==> src/cmcn_pkg.sv <==
// shared constants and pipeline payload types for the colour normaliser
package cmcn_pkg;

   localparam int ChanWidth   = 8;
   localparam int NumChans    = 3;
   localparam int ColourWidth = ChanWidth * NumChans;
   localparam int RemWidth    = 2 * ChanWidth;
   localparam int BitsPerStep = 2;
   localparam int NumSteps    = ChanWidth / BitsPerStep;

   localparam logic [ChanWidth-1:0] ChanFull = {ChanWidth{1'b1}};

   typedef logic [ChanWidth-1:0] chan_type;
   typedef logic [ColourWidth-1:0] colour_type;
   typedef logic [RemWidth-1:0] rem_type;

   // one item in flight through the divider: lane 2 red, lane 1 green, lane 0 blue
   typedef struct packed {
      chan_type                    top;
      rem_type [NumChans-1:0]      rem;
      chan_type [NumChans-1:0]     quo;
   } div_state_type;

endpackage

==> src/cmcn_max_stage.sv <==
// first pipeline stage: strongest channel search and dividend setup
module cmcn_max_stage (
   input  logic                  clock,
   input  logic                  reset,
   input  logic                  in_valid,
   output logic                  in_ready,
   input  cmcn_pkg::colour_type  in_colour,
   output logic                  out_valid,
   input  logic                  out_ready,
   output cmcn_pkg::div_state_type out_state
);
   import cmcn_pkg::*;

   logic          valid_ff;
   logic          valid_in;
   div_state_type state_ff;
   div_state_type state_in;

   always_comb begin
      chan_type chan [NumChans];
      chan_type top;
      for (int i = 0; i < NumChans; i++) begin
         chan[i] = in_colour[i*ChanWidth +: ChanWidth];
      end
      top = chan[2];
      if (chan[1] > top) begin
         top = chan[1];
      end
      if (chan[0] > top) begin
         top = chan[0];
      end
      state_in.quo = '0;
      if (top == '0) begin
         // black: divide full scale by one so every channel comes out white
         state_in.top = chan_type'(1);
         for (int i = 0; i < NumChans; i++) begin
            state_in.rem[i] = rem_type'(ChanFull);
         end
      end else begin
         state_in.top = top;
         // c * 255 as (c << 8) - c
         for (int i = 0; i < NumChans; i++) begin
            state_in.rem[i] = {chan[i], {ChanWidth{1'b0}}} - rem_type'(chan[i]);
         end
      end
   end

   assign in_ready = !valid_ff || out_ready;
   assign valid_in = in_ready ? in_valid : valid_ff;

   always_ff @(posedge clock) begin
      if (reset) begin
         valid_ff <= 1'b0;
      end else begin
         valid_ff <= valid_in;
      end
      if (in_ready && in_valid) begin
         state_ff <= state_in;
      end
   end

   assign out_valid = valid_ff;
   assign out_state = state_ff;

endmodule

==> src/cmcn_div_stage.sv <==
// restoring division stage: two quotient bits per lane per cycle while its output is not stalled
module cmcn_div_stage #(
   parameter int HighBit = 7
) (
   input  logic                    clock,
   input  logic                    reset,
   input  logic                    in_valid,
   output logic                    in_ready,
   input  cmcn_pkg::div_state_type in_state,
   output logic                    out_valid,
   input  logic                    out_ready,
   output cmcn_pkg::div_state_type out_state
);
   import cmcn_pkg::*;

   logic          valid_ff;
   logic          valid_in;
   div_state_type state_ff;
   div_state_type state_in;

   always_comb begin
      rem_type  rem_v;
      rem_type  trial;
      chan_type quo_v;
      state_in = in_state;
      for (int i = 0; i < NumChans; i++) begin
         rem_v = in_state.rem[i];
         quo_v = in_state.quo[i];
         for (int j = 0; j < BitsPerStep; j++) begin
            trial = rem_type'(in_state.top) << (HighBit - j);
            if (rem_v >= trial) begin
               rem_v = rem_v - trial;
               quo_v[HighBit - j] = 1'b1;
            end
         end
         state_in.rem[i] = rem_v;
         state_in.quo[i] = quo_v;
      end
   end

   assign in_ready = !valid_ff || out_ready;
   assign valid_in = in_ready ? in_valid : valid_ff;

   always_ff @(posedge clock) begin
      if (reset) begin
         valid_ff <= 1'b0;
      end else begin
         valid_ff <= valid_in;
      end
      if (in_ready && in_valid) begin
         state_ff <= state_in;
      end
   end

   assign out_valid = valid_ff;
   assign out_state = state_ff;

endmodule

==> src/colour_max_channel_normaliser.sv <==
// an accepted req is registered in the max stage, then in each division stage in turn
// throughput: one colour per cycle unless rsp stalls; one max stage then four
//    division stages, each settling two quotient bits of all three channels
// a stalled rsp side holds each stage, bubbles are filled as stages free up
// reset: synchronous, clears every stage valid bit; no other state
module colour_max_channel_normaliser (
   input  logic                     clock,
   input  logic                     reset,
   input  logic                     req_tvalid,
   output logic                     req_tready,
   input  cmcn_pkg::colour_type     req_tdata,   // [23:0] colour_in
   output logic                     rsp_tvalid,
   input  logic                     rsp_tready,
   output cmcn_pkg::colour_type     rsp_tdata    // [23:0] colour_out
);
   import cmcn_pkg::*;

   logic          stage_valid [NumSteps+1];
   logic          stage_ready [NumSteps+1];
   div_state_type stage_state [NumSteps+1];

   cmcn_max_stage u_max (
      .clock     (clock),
      .reset     (reset),
      .in_valid  (req_tvalid),
      .in_ready  (req_tready),
      .in_colour (req_tdata),
      .out_valid (stage_valid[0]),
      .out_ready (stage_ready[0]),
      .out_state (stage_state[0])
   );

   for (genvar s = 0; s < NumSteps; s++) begin : g_div
      cmcn_div_stage #(
         .HighBit (ChanWidth - 1 - s * BitsPerStep)
      ) u_div (
         .clock     (clock),
         .reset     (reset),
         .in_valid  (stage_valid[s]),
         .in_ready  (stage_ready[s]),
         .in_state  (stage_state[s]),
         .out_valid (stage_valid[s+1]),
         .out_ready (stage_ready[s+1]),
         .out_state (stage_state[s+1])
      );
   end

   assign stage_ready[NumSteps] = rsp_tready;
   assign rsp_tvalid = stage_valid[NumSteps];
   assign rsp_tdata  = stage_state[NumSteps].quo;

endmodule

==> config.mk <==
export PLATFORM = sky130hd
export DESIGN_NAME = colour_max_channel_normaliser
export DESIGN_NICKNAME = d
export VERILOG_FILES = /design/src/cmcn_pkg.sv /design/src/cmcn_max_stage.sv /design/src/cmcn_div_stage.sv /design/src/colour_max_channel_normaliser.sv
export SDC_FILE = /design/constraint.sdc
export NUM_CORES = 1
export LEC_CHECK = 0
export BUFFER_PORTS_ARGS = -buffer_cell sky130_fd_sc_hd__clkbuf_2
export CAP_MARGIN = 20
export CORE_ASPECT_RATIO = 1.25
export CORE_MARGIN = 3
export CORE_UTILIZATION = 30
export CTS_CLUSTER_DIAMETER = 120
export DETAILED_ROUTE_END_ITERATION = 10
export GPL_ROUTABILITY_DRIVEN = 0
export GPL_TIMING_DRIVEN = 0
export HOLD_SLACK_MARGIN = 0.1
export MAX_ROUTING_LAYER = met4
export PLACE_DENSITY_LB_ADDON = 0.12
export SKIP_LAST_GASP = 1
export SLEW_MARGIN = 20
export SYNTH_ARGS = -nofsm -noshare
export SYNTH_HDL_FRONTEND = slang
export SYNTH_SLANG_ARGS = --single-unit
==> constraint.sdc <==
create_clock -name clock -period 8.8 [get_ports clock]
set_input_delay 2.64 -clock clock [delete_from_list [all_inputs] [get_ports clock]]
set_output_delay 2.64 -clock clock [all_outputs]
set_load 0.1 [all_outputs]
After elaboration in Yosys (flattened, before gate mapping)
Cells that the tools add are included.

cells by class
  $add $sub $neg = 24
  multipliers = 0
  div/mod/pow operators = 0
  magnitude comparators = 26
  equality and inequality tests = 0
  shifts and indexed selects = 0
  muxes and demuxes = 23
  bitwise gates (word level) = 0
  reductions and logical operators = 16

operator list
  operator             number
  $mux W16             21
  $ge A16 B10 Y1       3
  $ge A16 B11 Y1       3
  $ge A16 B12 Y1       3
  $ge A16 B13 Y1       3
  $ge A16 B14 Y1       3
  $ge A16 B15 Y1       3
  $ge A16 B8 Y1        3
  $ge A16 B9 Y1        3
  $sub A16 B10 Y16     3
  $sub A16 B11 Y16     3
  $sub A16 B12 Y16     3
  $sub A16 B13 Y16     3
  $sub A16 B14 Y16     3
  $sub A16 B15 Y16     3
  $sub A16 B8 Y16      3
  $sub A16 B9 Y16      3
  $gt A8 B8 Y1         2
  $mux W8              2
  $logic_not A8 Y1     1
  $logic_and A1 B1 Y1  5
  $logic_not A1 Y1     5
  $logic_or A1 B1 Y1   5

word-level totals
  bits in registers = 289
  latch bits = 0
  RAM bits = 0
  ROM bits = 0
  input bits = 28
  output and inout bits = 26
  logic and storage cells = 143
  memories kept = 0

Longest topological paths before layout
Gate-level depths: netlist of run 1.

  depth in word-level cells = 7
  gate-level depth with buffers = 21
  depth with buffers taken out = 20

Hierarchy
A second synthesis of run 1 with hierarchy kept.

second synthesis, totals
  cell total of the unflattened synthesis = 2575
  area, all modules = 27206.1 um^2

by module, submodules not included
  module                           instances  cells an instance  area each (um^2)  seq. area each (um^2)
  cmcn_div_stage (g_div[3].u_div)  1          655                6297.3            2422.3
  cmcn_div_stage (g_div[2].u_div)  1          600                6202.2            2422.3
  cmcn_div_stage (g_div[1].u_div)  1          536                5788.1            2422.3
  cmcn_div_stage (g_div[0].u_div)  1          452                5380.2            2422.3
  cmcn_max_stage                   1          332                3538.4            1701.6

Worst setup path before layout of run 1
Ideal clock, no wire load.

  kind = input to register
  start point = input rsp_tready
  end point = register g_div[1].u_div.state_ff (netlist bit g_div[1].u_div.out_state[12]) (enable)
  library setup time = 598 ps
  arrival = 7953 ps
  data required time = 8202 ps
  setup slack = 249 ps
  cell stages on the path = 4
  path buffers = 1
  path through = nor2b_1 and2_1 clkbuf_1 a21boi_0

on the way
  cells in the longest elaborated chain, start to end = 4

ends and longest elaborated chain
  item                              RTL line                             source
  start: declaration                colour_max_channel_normaliser.sv:13  input logic rsp_tready,
  $logic_or A1 B1 Y1 (3 in series)  cmcn_div_stage.sv:41                 assign in_ready = !valid_ff || out_ready;
  $logic_and A1 B1 Y1               cmcn_div_stage.sv:50                 if (in_ready && in_valid) begin
  end signal: assignment            cmcn_div_stage.sv:51                 state_ff <= state_in;
  end: declaration                  cmcn_div_stage.sv:18                 div_state_type state_ff;

No other way between the ends.
A chain may end at the register's enable or synchronous reset.

Worst setup path after layout of run 1
  start point = input req_tdata[22]
  end point = register u_max.state_ff (netlist bit u_max.out_state[71]) (data pin)

on the way
  cells in the longest elaborated chain, start to end = 5
  elaborated cells on any way between the ends = 6
  classes of those cells = add/sub: 1; order compare: 2; mux: 2; reduce/logical: 1

ends and longest elaborated chain
  item                    RTL line                             source
  start: declaration      colour_max_channel_normaliser.sv:11  input cmcn_pkg::colour_type req_tdata,
  $gt A8 B8 Y1            cmcn_max_stage.sv:26                 if (chan[1] > top) begin
  $mux W8                 cmcn_max_stage.sv:26
  $gt A8 B8 Y1            cmcn_max_stage.sv:29                 if (chan[0] > top) begin
  $mux W8                 cmcn_max_stage.sv:29
  $logic_not A8 Y1        cmcn_max_stage.sv:33                 if (top == '0) begin
  end signal: assignment  cmcn_max_stage.sv:58                 state_ff <= state_in;
  end: declaration        cmcn_max_stage.sv:16                 div_state_type state_ff;

Parallel ways exist; a longest one is shown, timed or not.

==> out/metrics.cfg, run 1 <==
[global_routing]
grt_start_max_net_pins = 57
antenna_found_initial = 0
grt-ovfl-total = 0
grt_usage_pct = 14.4
grt_pass1_vias = 16100
grt_pass1_wl_microns = 85300

[logic_synthesis]
synthMuxAreaShare_pct = 6.10
synth_top_area_share_pct = 39.3
synth-xor-area-share_pct = 5.52
synth_area_leaders = edfxtp_1 (39%), ha_1 (12%), a21oi_1 (4.0%)
yosys.area_share.simple_pct = 15.2
synth_nets = 2432
async_reset_ff_share_pct = 0
ys.flop_type = edfxtp_1
synth_compound_area_share_pct = 15.7
yosysMostFrequentCell = edfxtp_1
yosys.cell_types.count = 86
synth_top_cells_by_count = edfxtp_1 (284), ha_1 (211), nor2_1 (202)
synth-adder-area-share_pct = 14.1
synthCells = 2172
syn_avg_cell_area_sq_um = 10.0
synth_top_family_by_area = compound AO/OA/AOI/OAI gates
yosysWarnings = 0
syn_area_sq_um = 21700
yosysSeqAreaShare_pct = 39.7
synth-edff-count = 284
synth.largest_area_cell = edfxtp_1
ys_seq_elements = 289

[die]
die_area_sq_um = 75700
core.rowCount = 109
fp.dieW_microns = 247
coreArea_sq_um = 71200
die_y_microns = 307
ioPinCount = 54
start_util_pct = 30.5

[worst_setup_path]
worstSetupStartpointType = input pin
reg2reg_slack_ps = 2580
setup.worst_path.class = in -> reg
r2r-start = g_div[0].u_div.out_state[73]
r2r_end = g_div[1].u_div.out_state[48]
end_kind = register
worstPathRequired_ps = 9060
cp_data_arrival_time_ps = 7490
reg2reg_depth = 20
crit_fanout = 10

[power_and_ir_drop]
p_comb_share_pct = 49.4
peakVddDrop_v = 0.000124
clkPwrFrac_pct = 21.8
total_leakage_power_nw = 9.59
p_sw_share_pct = 36.2
seqPwrFrac_pct = 28.9
internal_power_w = 0.00435
p_per_area_nw_per_um2 = 276
switchingPower_w = 0.00246

[sta]
slew_violations = 0
clock_skew_ps = 10.9
fin_crit_sh_pct = 82.1
worst_pin_slew_ps = 787
hold_violations = 0
fmax_mhz = 138
rsz0062_at_grt = no
slew_headroom_pct = 47.4
layout_min_cycle_time_ps = 7230
timing.final.setup_violations = 0
worst_slack_ps = 1570

[clock_network]
cts_tree = yes
postCtsHoldBufs = 0
post_cts_resized = 0
postCtsSetupBuffers = 0
cts_root_buf = clkbuf_16
clock_sinks = 289
htreeDepth = 2
clock_path_buffers = 3
insertion_delay_ps = 540
cts_buffers = 35
cts.clk_slew.worst_paths_ps = 50

[layout]
diodes = 0
post-route-util_pct = 34.7
area_delta_synth_final_pct = 13.6
drive_gt1_share_pct = 10.2
finalNetCount = 2531
finalInstanceArea_sq_um = 24700
fin_cells = 3238

[status]
outcome = completed

[hold_path]
hp-start = g_div[2].u_div.out_state[12]
hp-class = reg -> reg
whs_path_depth = 0
hold_path_end = g_div[3].u_div.out_state[12]

[placement]
dp.cells = 3177
io_buffers = 51
pre_cts_ws_ps = 1030
hpwlAfterDp_microns = 42200
placedInstanceArea_sq_um = 23500

[detailed_routing]
wl_per_cell_microns = 16.2
ant_nets = 0
wl_microns = 52500
drt_first_pass_iters = 5
vias_per_cell = 4.87
drc_errors = 0
drt-initial-drc-count = 575
dr_total_vias = 15800

[flow_run]
cap_violations = 0

sequential cells by signal (all words and copies together) (netlist names):
name and count:
g_div.u_div.out_state 228, u_max.out_state 56, g_div.u_div.out_valid 4, u_max.out_valid 1
cell families (layout without fill, tap and decap cells):
| group | Yosys count | after routing |
|---|---|---|
| buffers and inverters | 199 | 322 |
| XOR/XNOR | 137 | 137 |
| adder cells (fa/ha/maj) | 233 | 233 |
| AO/OA/AOI/OAI | 536 | 536 |
| flip-flops | 289 | 289 |
| AND/OR/NAND/NOR | 658 | 658 |
| multiplexers | 120 | 120 |
cell usage in the layout (no fill, tap or decap), types with 11 or more instances in the layout:
cell and n:
mux2i_1 45, xnor2_1 97, nand3_1 26, clkbuf_16 37, nand4_1 39, nor4_1 25, clkbuf_2 51, o21a_1 31
o21bai_1 14, nor3_1 41, ha_1 211, and2_1 20, nor2b_1 50, o21ai_0 118, nand2_1 133, clkbuf_1 36
edfxtp_1 284, fa_1 21, or3_1 11, xor2_1 40, a21o_1 53, mux2_2 67, a21boi_0 13, nor2_1 202
a211oi_1 22, o31a_1 15, a21oi_1 174, o31ai_1 15, nand2b_1 39, inv_1 158
critical path, cell delays in order:
cell      delay, ps
clkbuf_1        250
inv_1           110
ha_1            300
and3_1          180
a221o_1         370
o21ai_2         450
mux2i_1         340
ha_1            290
nor2b_1         130
o21a_1          150
o21ai_0         130
a21oi_1          80
o22a_1          170
clkbuf_1        260
mux2i_1         240
nor4b_1         410
and2_1          170
clkbuf_1        350
buf_2           350
nor3_1          100
per-layer routing:
layer,up-vias,share of wire [%],GRT usage (%)
met2,217,49,24.7
met1,7236,44,17.1
li1,8217,-,-
met3,101,2.6,1.74
met4,0,4.2,5.79
met5,-,0,-
cell type report:
class	instances	area [sq um]
well taps	943	1180
fillers	7192	46500
flip-flops and latches	289	8630
repair buffers	62	536
clock buffers	43	948
clock inverters	18	230
multi-input cells	1684	12400
plain buffers	40	186
inverters	159	597
power groups by stage:
stage	Combinational [W]	Clock [W]	Sequential [W]
6_report	0.00336	0.00148	0.00197
5_1_grt	0.00381	0.00160	0.00199
4_1_cts	0.00338	0.00155	0.00197
3_5_place_dp	0.00335	0	0.00200
3_3_place_gp	0.00331	0	0.00200
2_1_floorplan	0.00274	0	0.00196
through the flow:
| step | hold slack (ps) | total power (W) | setup TNS (ps) |
|---|---|---|---|
| after global routing | 421 | 0.00740 | 0 |
| after detailed placement | 405 | 0.00535 | 0 |
| final | 416 | 0.00681 | 0 |
| after CTS | 419 | 0.00690 | 0 |
| after floorplan | 400 | 0.00469 | 0 |
| after global placement | 402 | 0.00531 | -139470 |
how the worst max path moves through the flow:
stage | slack (ps) | to | start
final | 1570 | u_max.out_state[71] | req_tdata[22]
after CTS | 1600 | u_max.out_state[54] | req_tdata[22]
after detailed placement | 1030 | u_max.out_state[54] | req_tdata[22]
after global routing | 1170 | u_max.out_state[71] | req_tdata[22]
after floorplan | 250 | g_div[1].u_div.out_state[12] | rsp_tready
after global placement | -2070 | g_div[1].u_div.out_state[7] | rsp_tready
Note: power is estimated with default switching activity, not from simulation.
==> run 2: changes to the inputs <==
==> constraint.sdc (replaced) <==
create_clock -name clock -period 7.1 [get_ports clock]
set_input_delay 2.13 -clock clock [delete_from_list [all_inputs] [get_ports clock]]
set_output_delay 2.13 -clock clock [all_outputs]
set_load 0.1 [all_outputs]
==> run 2 against run 1 <==
  * Register-to-register slack worse by 1700 ps
  * Highest routed layer unchanged
  * Core utilization fell by 0.12 points
  * Total power rose by 23%
  * Sequential power increased by 24%
  * Critical path type unchanged
  * Non-clock buffer count down 2
  * Wire length is essentially flat
  * Worst hold slack got worse by 13 ps
  * Largest cell class unchanged
  * Clock-buffer cell count down 1
  * Sequential share of layout area grew 0.12 points
  * Critical endpoint is now u_max.out_state[52]
  * Worst setup slack lost 1100 ps
  * Via count is 0.48% higher
  * Die area did not move
==> out/metrics.cfg, run 2 (synthesized netlist as in run 1, its figures left out) <==
[status]
outcome = completed

[clock_network]
clock_path_buffers = 3  ; unchanged
clock_sinks = 289  ; unchanged
cts.clk_slew.worst_paths_ps = 60  ; about the same
postCtsHoldBufs = 0  ; unchanged
cts_buffers = 35  ; unchanged
postCtsSetupBuffers = 0  ; unchanged
cts_root_buf = clkbuf_16
insertion_delay_ps = 550  ; about the same
htreeDepth = 2  ; unchanged
cts_tree = yes
post_cts_resized = 0  ; unchanged

[sta]
fin_setup_tns_ps = 0  ; unchanged
worst_pin_slew_ps = 799  ; +12.9 ps
slew_headroom_pct = 46.0  ; -1.4 points
layout_min_cycle_time_ps = 6660
clock_skew_ps = 24.8  ; +13.9 ps
slew_violations = 0  ; unchanged
fin_crit_sh_pct = 93.8
hold_violations = 0  ; unchanged
rsz0062_at_grt = no
timing.final.setup_violations = 0  ; unchanged
worst_slack_ps = 440  ; -1130 ps
fmax_mhz = 150

[worst_setup_path]
worstPathRequired_ps = 7370  ; -1690 ps
end_kind = register
cp_top_family = compound AO/OA/AOI/OAI gates
max_stage_delay_ps = 410  ; -40 ps
worstSetupStartpointType = input pin
crit_fanout = 10  ; unchanged
slowest_stage = a221o_1
setup.worst_path.class = in -> reg
r2r-start = g_div[0].u_div.out_state[73]
cp_data_arrival_time_ps = 6930  ; -560 ps
crit_start = req_tdata[22]
cp_num_buf_inv = 5  ; unchanged
path_cells = clkbuf_1 > inv_1 > ha_1 > and3_1 > a221o_1 > o21ai_4 > mux2i_1 > ha_1 > nor2b_1 > o21a_1 > o21ai_0 > a21oi_1 > o22a_1 > clkbuf_1 > mux2i_1 > nor4_1 > and2_1 > clkbuf_1 > buf_2 > a21oi_1
cpMostUsedCell = clkbuf_1

[layout]
fillers = 7201  ; +0.13%
finalInstanceArea_sq_um = 24600  ; -0.33%
finalNetCount = 2529  ; -0.079%
area_delta_synth_final_pct = 13.2
seq_area_sq_um = 8630  ; unchanged
diodes = 0  ; unchanged
post-route-util_pct = 34.5  ; -0.12 points
layout_commonest_cell = edfxtp_1
final_cell_mix = edfxtp_1 (284), ha_1 (211), nor2_1 (202)
largest_reg_flops = 228  ; unchanged
drive_gt1_share_pct = 10.2  ; about the same
multiInputGateArea_sq_um = 12400  ; about the same

[placement]
placedInstanceArea_sq_um = 23400  ; -0.23%
io_buffers = 51  ; unchanged
hpwlAfterDp_microns = 42200  ; about the same
pre_cts_ws_ps = -202  ; -1230 ps

[flow_run]
cap_violations = 0  ; unchanged

[detailed_routing]
wl_per_cell_microns = 16.2  ; about the same
drc_errors = 0  ; unchanged
drt-initial-drc-count = 550  ; -4.3%
drt_first_pass_iters = 5  ; unchanged
vias_per_cell = 4.90  ; +0.51%
dr_total_vias = 15800  ; +0.48%
wl_microns = 52400  ; about the same
ant_nets = 0  ; unchanged

[global_routing]
grt_usage_pct = 14.3  ; -0.11 points
grt_start_max_net_pins = 57  ; unchanged
antenna_found_initial = 0  ; unchanged
grt-ovfl-total = 0  ; unchanged
grt_pass1_vias = 16000  ; -0.27%
grt_pass1_wl_microns = 84700  ; -0.64%

[die]
die_area_sq_um = 75700  ; unchanged
core.rowCount = 109  ; unchanged
fp.dieW_microns = 247  ; unchanged
ioPinCount = 54  ; unchanged
die_y_microns = 307  ; unchanged
coreArea_sq_um = 71200  ; unchanged
start_util_pct = 30.5  ; unchanged

[power_and_ir_drop]
total_leakage_power_nw = 9.55  ; -0.40%
peakVddDrop_v = 0.000165  ; +33%
p_per_area_nw_per_um2 = 341  ; +23%

[hold_path]
hp-start = g_div[1].u_div.out_state[13]
hp-class = reg -> reg

[run 2: worst paths after layout]
path                                       end  depth (start not counted)  slack (ps)
setup / recovery           u_max.out_state[52]                         20         440
hold / removal    g_div[2].u_div.out_state[13]                          0         400
setup reg to reg  g_div[1].u_div.out_state[67]                         20         910
hold reg to reg   g_div[2].u_div.out_state[13]                          0         400
[run 2: routing by layer]
metal / track usage, % / share of wire, %
met1: 16.9 / 44
met2: 24.4 / 49
met3: 1.73 / 2.4
met4: 6.36 / 4.7
met5: - / 0
[run 2: stage by stage]
step                hold WS [ps]  std cells  power (W)
floorplan                    400       2172    0.00582
detailed placement           405       3175    0.00663
global route                 412       3237    0.00910
global placement             401       3166    0.00658
CTS                          406       3237    0.00850
finish                       404       3237    0.00838
[run 2: cell type report]
type | instances | area share (%)
clock inverter | 20 | 0.809
multi-input combinational | 1684 | 50.3
sequential | 289 | 35.1
timing repair buffer | 60 | 1.95
tap | 943 | 4.80
inverter | 159 | 2.43
buffer | 40 | 0.758
clock buffer | 42 | 3.84
[run 2: power by group]
part	switching, W	total [W]	internal [W]	leakage (nW)
combinational	0.00220	0.00416	0.00196	6.42
sequential	0.000141	0.00244	0.00230	2.58
clock	0.000717	0.00178	0.00107	0.553
